==> config.mk <==
export PLATFORM = sky130hd
export DESIGN_NAME = ursim_ctrl
export DESIGN_NICKNAME = d
export VERILOG_FILES = /design/src/design/ursim_pkg.sv /design/src/design/ursim_ctrl.sv
export SDC_FILE = /design/constraint.sdc
export NUM_CORES = 1
export LEC_CHECK = 0
export ABC_CLOCK_PERIOD_IN_PS = 4400
export BUFFER_PORTS_ARGS = -buffer_cell sky130_fd_sc_hd__buf_2
export CAP_MARGIN = 10
export CORE_AREA = 2 2 39 41
export CTS_BUF_LIST = sky130_fd_sc_hd__clkbuf_16
export DETAILED_ROUTE_END_ITERATION = 8
export DIE_AREA = 0 0 41 43
export GPL_TIMING_DRIVEN = 0
export PLACE_DENSITY = 0.78
export SETUP_SLACK_MARGIN = 0.02
export SLEW_MARGIN = 20
export SYNTH_ARGS = -nofsm -noshare
export SYNTH_HDL_FRONTEND = slang
export SYNTH_SLANG_ARGS = --single-unit
==> constraint.sdc <==
create_clock -name i_clk -period 4.4 [get_ports i_clk]
set_input_delay 0.66 -clock i_clk [delete_from_list [all_inputs] [get_ports i_clk]]
set_output_delay 0.66 -clock i_clk [all_outputs]
set_load 0.02 [all_outputs]
==> src/design/ursim_pkg.sv <==
`timescale 1ns / 1ps
package ursim_pkg;

    localparam int NUM_USERS_DEF = 64;
    localparam int NUM_ITEMS_DEF = 1024;

    localparam int USER_W   = 6;
    localparam int ITEM_W   = 10;
    localparam int RATING_W = 4;
    localparam int SIM_W    = 16;
    localparam int MEAN_W   = 11;

    localparam logic [RATING_W-1:0] RATING_MAX = 4'd10;
    localparam logic [14:0]         SIM_ONE    = 15'd16384;
    localparam logic                ACT_WRITE  = 1'b0;
    localparam logic                ACT_QUERY  = 1'b1;

    typedef enum logic [4:0] {
        S_CLEAR,
        S_IDLE,
        S_P1,
        S_P1_WAIT,
        S_P2,
        S_P2_WAIT,
        S_CHECK,
        S_DEN,
        S_DEN_WAIT,
        S_SQ,
        S_SQ_WAIT,
        S_MID,
        S_ODD,
        S_MUL,
        S_MUL_WAIT,
        S_CMP,
        S_DIV,
        S_DIV_WAIT,
        S_OUT
    } t_state;

    typedef enum logic [1:0] {
        M_DEN,
        M_SQ,
        M_LHS
    } t_msel;

    typedef struct packed {
        logic  clr;
        logic  wr;
        logic  load;
        logic  scan;
        logic  p2_begin;
        logic  mul_go;
        t_msel msel;
        logic  cap_den;
        logic  cap_rhs;
        logic  sim_zero;
        logic  mid;
        logic  sq_odd;
        logic  cmp;
        logic  sim_fin;
        logic  div_go;
        logic  out;
    } t_cmd;

    typedef struct packed {
        logic clr_last;
        logic k_last;
        logic pipe_idle;
        logic q_zero;
        logic mul_done;
        logic srch_done;
        logic div_done;
    } t_sts;

endpackage

==> src/design/ursim_ctrl.sv <==
`timescale 1ns / 1ps
module ursim_ctrl (
    input  logic            i_clk,
    input  logic            i_rst_n,
    input  logic            i_start,
    input  logic            i_action,
    input  ursim_pkg::t_sts i_sts,
    output ursim_pkg::t_cmd o_cmd,
    output logic            o_busy
);
    import ursim_pkg::*;

    t_state r_state, n_state;

    always_ff @(posedge i_clk) begin
        if (!i_rst_n) begin
            r_state <= S_CLEAR;
        end else begin
            r_state <= n_state;
        end
    end

    always_comb begin
        n_state = r_state;
        o_cmd   = '0;
        o_busy  = (r_state != S_IDLE);
        case (r_state)
            S_CLEAR: begin
                o_cmd.clr = 1'b1;
                if (i_sts.clr_last) n_state = S_IDLE;
            end
            S_IDLE: begin
                if (i_start) begin
                    if (i_action == ACT_WRITE) begin
                        o_cmd.wr = 1'b1;
                    end else begin
                        o_cmd.load = 1'b1;
                        n_state    = S_P1;
                    end
                end
            end
            S_P1: begin
                o_cmd.scan = 1'b1;
                if (i_sts.k_last) n_state = S_P1_WAIT;
            end
            S_P1_WAIT: begin
                if (i_sts.pipe_idle) begin
                    o_cmd.p2_begin = 1'b1;
                    n_state        = S_P2;
                end
            end
            S_P2: begin
                o_cmd.scan = 1'b1;
                if (i_sts.k_last) n_state = S_P2_WAIT;
            end
            S_P2_WAIT: begin
                if (i_sts.pipe_idle) n_state = S_CHECK;
            end
            S_CHECK: begin
                if (i_sts.q_zero) begin
                    o_cmd.sim_zero = 1'b1;
                    n_state        = S_DIV;
                end else begin
                    n_state = S_DEN;
                end
            end
            S_DEN: begin
                o_cmd.mul_go = 1'b1;
                o_cmd.msel   = M_DEN;
                n_state      = S_DEN_WAIT;
            end
            S_DEN_WAIT: begin
                if (i_sts.mul_done) begin
                    o_cmd.cap_den = 1'b1;
                    n_state       = S_SQ;
                end
            end
            S_SQ: begin
                o_cmd.mul_go = 1'b1;
                o_cmd.msel   = M_SQ;
                n_state      = S_SQ_WAIT;
            end
            S_SQ_WAIT: begin
                if (i_sts.mul_done) begin
                    o_cmd.cap_rhs = 1'b1;
                    n_state       = S_MID;
                end
            end
            S_MID: begin
                if (i_sts.srch_done) begin
                    o_cmd.sim_fin = 1'b1;
                    n_state       = S_DIV;
                end else begin
                    o_cmd.mid = 1'b1;
                    n_state   = S_ODD;
                end
            end
            S_ODD: begin
                o_cmd.sq_odd = 1'b1;
                n_state      = S_MUL;
            end
            S_MUL: begin
                o_cmd.mul_go = 1'b1;
                o_cmd.msel   = M_LHS;
                n_state      = S_MUL_WAIT;
            end
            S_MUL_WAIT: begin
                if (i_sts.mul_done) n_state = S_CMP;
            end
            S_CMP: begin
                o_cmd.cmp = 1'b1;
                n_state   = S_MID;
            end
            S_DIV: begin
                o_cmd.div_go = 1'b1;
                n_state      = S_DIV_WAIT;
            end
            S_DIV_WAIT: begin
                if (i_sts.div_done) n_state = S_OUT;
            end
            S_OUT: begin
                o_cmd.out = 1'b1;
                n_state   = S_IDLE;
            end
            default: begin
                n_state = S_IDLE;
            end
        endcase
    end

endmodule

## Word-level counts from Yosys, hierarchy flattened

Index checks and enable logic that the tools add are counted.

| storage, ports and cells | value |
|---|---|
| bits in registers | 5 |
| input port bits | 11 |
| word-level logic and storage cells | 70 |
| output and inout port bits | 18 |

| cells by class | value |
|---|---|
| equality and inequality tests | 30 |
| multiplexer cells | 36 |
| reductions and logical operators | 3 |

Operators with widths:

| operator | number |
|---|---|
| one-hot mux 5 bit (18 select lines) | 1 |
| two-way mux 5 bit | 13 |
| == test 5 x 4 -> 1 bit, second input constant | 8 |
| != test 2 bit, second input constant | 11 |
| == test 5 x 3 -> 1 bit, second input constant | 4 |
| two-way mux 1 bit | 19 |
| == test 5 bit, second input constant | 3 |
| AND reduction 11 bit | 1 |
| == test 5 x 2 -> 1 bit, second input constant | 2 |
| one-hot mux 3 bit (3 select lines) | 1 |
| == test 5 x 1 -> 1 bit, second input constant | 1 |
| zero test 5 bit | 1 |
| != test 5 x 1 -> 1 bit, second input constant | 1 |
| two-way mux 2 bit | 2 |
| OR reduction 2 bit | 1 |

## Depth between registers and ports, before layout

| logic depth | value |
|---|---|
| word-level depth | 3 |
| gate-level depth with buffers | 6 |
| depth with buffers taken out | 4 |

## Worst setup path before layout

Ideal clock, no wire load.

| timing | value |
|---|---|
| path type | reg-to-output |
| start point | reg r_state[0] |
| end point | out o_cmd[12] (netlist name) |
| arrival | 1.527 ns |
| path slack | 2.213 ns |
| cell stages (with the launch flop) | 5 |
| data required time | 3.740 ns |
| buffers on the path | 2 |
| cells stage by stage | dfxtp_1 -> buf_2 -> buf_1 -> nand3_1 -> nor4_1 |

RTL lines:

| what | RTL line | source |
|---|---|---|
| start: declaration | ursim_ctrl.sv:13 | `t_state r_state, n_state;` |
| start signal: assignment | ursim_ctrl.sv:19 | `r_state <= n_state;` |
| end: declaration | ursim_ctrl.sv:8 | `output ursim_pkg::t_cmd o_cmd,` |

==> results by group <==
Die
  – Die area: 1760 um2
  – Num rows: 14
  – # IOs: 29
  – Chip height: 43 um
  – Die extent in x: 41 um
  – Core outline area: 1380 um2
  – Initial core utilization: 42.2%

Synthesis
  – FFs w/ async S/R, synth: 0%
  – Mean post-synth cell area: 6.87 um2
  – Library cells used by synthesis: 35
  – Largest area contributor in the netlist: sky130_fd_sc_hd__dfxtp_1
  – Number of cells produced by synthesis: 85
  – Number of nets in the synthesized netlist: 96
  – Number of warning messages in the yosys log: 0
  – Area contributors post-synth: sky130_fd_sc_hd__dfxtp_1 17%, sky130_fd_sc_hd__nor4_1 8.6%, sky130_fd_sc_hd__nor2_1 5.1%
  – Flip-flop cell with the highest count after synthesis: sky130_fd_sc_hd__dfxtp_1
  – Post-synthesis register bit count: 5
  – Most used standard cells in the synthesized netlist: 8 x sky130_fd_sc_hd__nor2_1, 8 x sky130_fd_sc_hd__nor4_1, 6 x sky130_fd_sc_hd__inv_1
  – Count of flip-flops with a built-in enable after synthesis: 0
  – Post-Syn Area: 584 um2
  – Fraction of post-synthesis cell area in the top cell type by area: 17.1%
  – Post-synthesis sequential area ratio: 17.1%

CTS
  – Clock insertion delay at the later pin of the skew report: 230 ps
  – Number of buffers created by CTS: 3
  – Clock tree from TritonCTS: yes
  – Hold buffer count at CTS: 0
  – Clock-pin transition on the worst setup and hold timing paths: 30 ps
  – Clock Root Buffer: sky130_fd_sc_hd__clkbuf_16
  – Count of cells resized by post-cts repair: 0
  – Maximum level of the CTS H-tree: 1
  – Setup bufs post-CTS: 0
  – Clk sinks: 5
  – Clock buffer depth: 2

Routing
  – Total Wirelength: 1780 um
  – DR vias: 782
  – DRC violation total after the first TritonRoute iteration: 37
  – Pre-antenna DRT Iters: 4
  – Wire per inst: 13.4 um
  – Count of unresolved DRC violations after routing: 0
  – Final ANT Viol Nets: 0
  – Detail-routed via count per cell: 5.88

Pwr
  – Worst supply voltage drop on vdd: 0.377 mV
  – Overall Power: 0.453 mW
  – Areal power density over the cells: 550 nW/um2
  – Leakage Power: 0.371 nW

GRT
  – Antenna violations before repair: 0
  – Largest net degree at the start of global routing: 11
  – Total track usage: 23.1%
  – Total overflow reported by the global router: 0
  – Wire length of the first global-routing pass: 2880 um
  – Number of global-route vias before repair: 647

STA
  – Fmax: 399 MHz
  – Post-route fraction of the period consumed by the critical path: 57.0%
  – Actual slew at the worst max-slew pin: 456 ps
  – Final Slew Violations: 0
  – Summed negative setup slack over all endpoints: 0 ps
  – Count of final setup violators: 0
  – Clock Skews: 0.249 ps
  – Hold_ws: 741 ps
  – RSZ-0062 raised after global routing: no
  – Rel. slew slack: 69.6%
  – Final hold viol count: 0
  – Min Tclk post-route: 2510 ps

Outcome
  – Outcome: complete, no violations

Setup path
  – Kind of start point of the critical path: flip-flop
  – Endpoint kind of the worst setup timing path: output port
  – Type of the worst setup path: reg2out
  – Highest fanout seen on the critical path: 10
  – Worst Path Required: 3740 ps
  – Data arrival time of the critical path: 1850 ps

Min path
  – Class of the tightest hold or removal check: in2reg

Cells and area
  – Top register by number of flip-flops: r_state
  – Antenna cells: 0
  – Fraction of final layout cells with drive strength greater than 1: 34.2%
  – Post-synthesis to final-layout area growth: 40.9%
  – Number of flip-flops under the largest register name: 5
  – Registers with the highest flip-flop counts: r_state: 5 flops
  – Layout net count: 129
  – Post-route cell area: 823 um2

Placement
  – Last weighted congestion value of the routability-driven placer: 0.914
  – Port-buffer cells: 28
  – Post-DP HPWL: 1290 um
  – Cell Area, Placed: 744 um2

Flow run
  – Count of maximum capacitance violations: 0
-- metal layers --
metal / share of wire [%] / GRT usage (%)
met2: 47 / 31.3
met3: 11 / 5.24
met4: 1.2 / 5.33
met1: 40 / 35.9
met5: 0 / 0
-- power breakdown --
group / leakage, nW / internal (mW) / switching, mW / total [mW]
Sequential: 0.0408 / 0.0558 / 0.0113 / 0.0670
Clock: 0.0423 / 0.118 / 0.0301 / 0.148
Combinational: 0.288 / 0.0938 / 0.144 / 0.238
-- cells in the final DEF (no fill, tap or decap), types with 2 or more instances in the layout --
cell type	instances
sky130_fd_sc_hd__o21ai_0	3
sky130_fd_sc_hd__or3b_2	3
sky130_fd_sc_hd__inv_1	7
sky130_fd_sc_hd__a2bb2oi_1	2
sky130_fd_sc_hd__mux2i_1	2
sky130_fd_sc_hd__and3_1	2
sky130_fd_sc_hd__dfxtp_1	5
sky130_fd_sc_hd__nor4b_1	2
sky130_fd_sc_hd__buf_2	31
sky130_fd_sc_hd__clkbuf_16	3
sky130_fd_sc_hd__clkbuf_1	4
sky130_fd_sc_hd__nand2_1	5
sky130_fd_sc_hd__nand2b_1	2
sky130_fd_sc_hd__nor4_1	8
sky130_fd_sc_hd__nor2_1	8
sky130_fd_sc_hd__a21oi_1	5
sky130_fd_sc_hd__nor3_1	5
sky130_fd_sc_hd__nand3_1	2
-- metrics by stage --
stage,setup WS [ps],utilization [%],cells
floorplan,2210,-,85
global placement,2200,53.8,129
detailed placement,2160,53.8,129
CTS,1920,59.5,133
global route,1750,59.5,133
finish,1890,59.5,133
-- cell type report --
cell class | instances | area [um2]
Fill cell | 136 | 561
Multi-Input combinational cell | 66 | 428
Timing Repair Buffer | 28 | 140
Sequential cell | 5 | 100
Clock buffer | 3 | 75.1
Buffer | 8 | 33.8
Inverter | 6 | 22.5
Tap cell | 16 | 20.0
Clock inverter | 1 | 3.75
-- final timing paths --
path | from | endpoint | slack (ps) | cells past startpoint
max | r_state[3] | o_cmd[4] | 1890 | 5
min | i_rst_n | r_state[4] | 740 | 2
max reg2reg | r_state[4] | r_state[0] | 2780 | 4
min reg2reg | r_state[1] | r_state[1] | 850 | 4
-- critical path, cell delays in order, from the launching register on --
cell,delay (ps)
sky130_fd_sc_hd__dfxtp_1,370
sky130_fd_sc_hd__clkbuf_1,350
sky130_fd_sc_hd__clkbuf_1,380
sky130_fd_sc_hd__nand3b_1,180
sky130_fd_sc_hd__nor3_1,150
sky130_fd_sc_hd__buf_2,180
-- cells by family after synthesis --
group,count (synthesis),share of synthesized area (%)
flip-flops,5,17.1
multiplexers,3,5.35
buffers and inverters,14,9.63
AND/OR/NAND/NOR,44,44.8
XOR/XNOR,1,1.50
AO/OA/AOI/OAI,18,21.6
No activity file was read; power rests on OpenSTA's default activity.
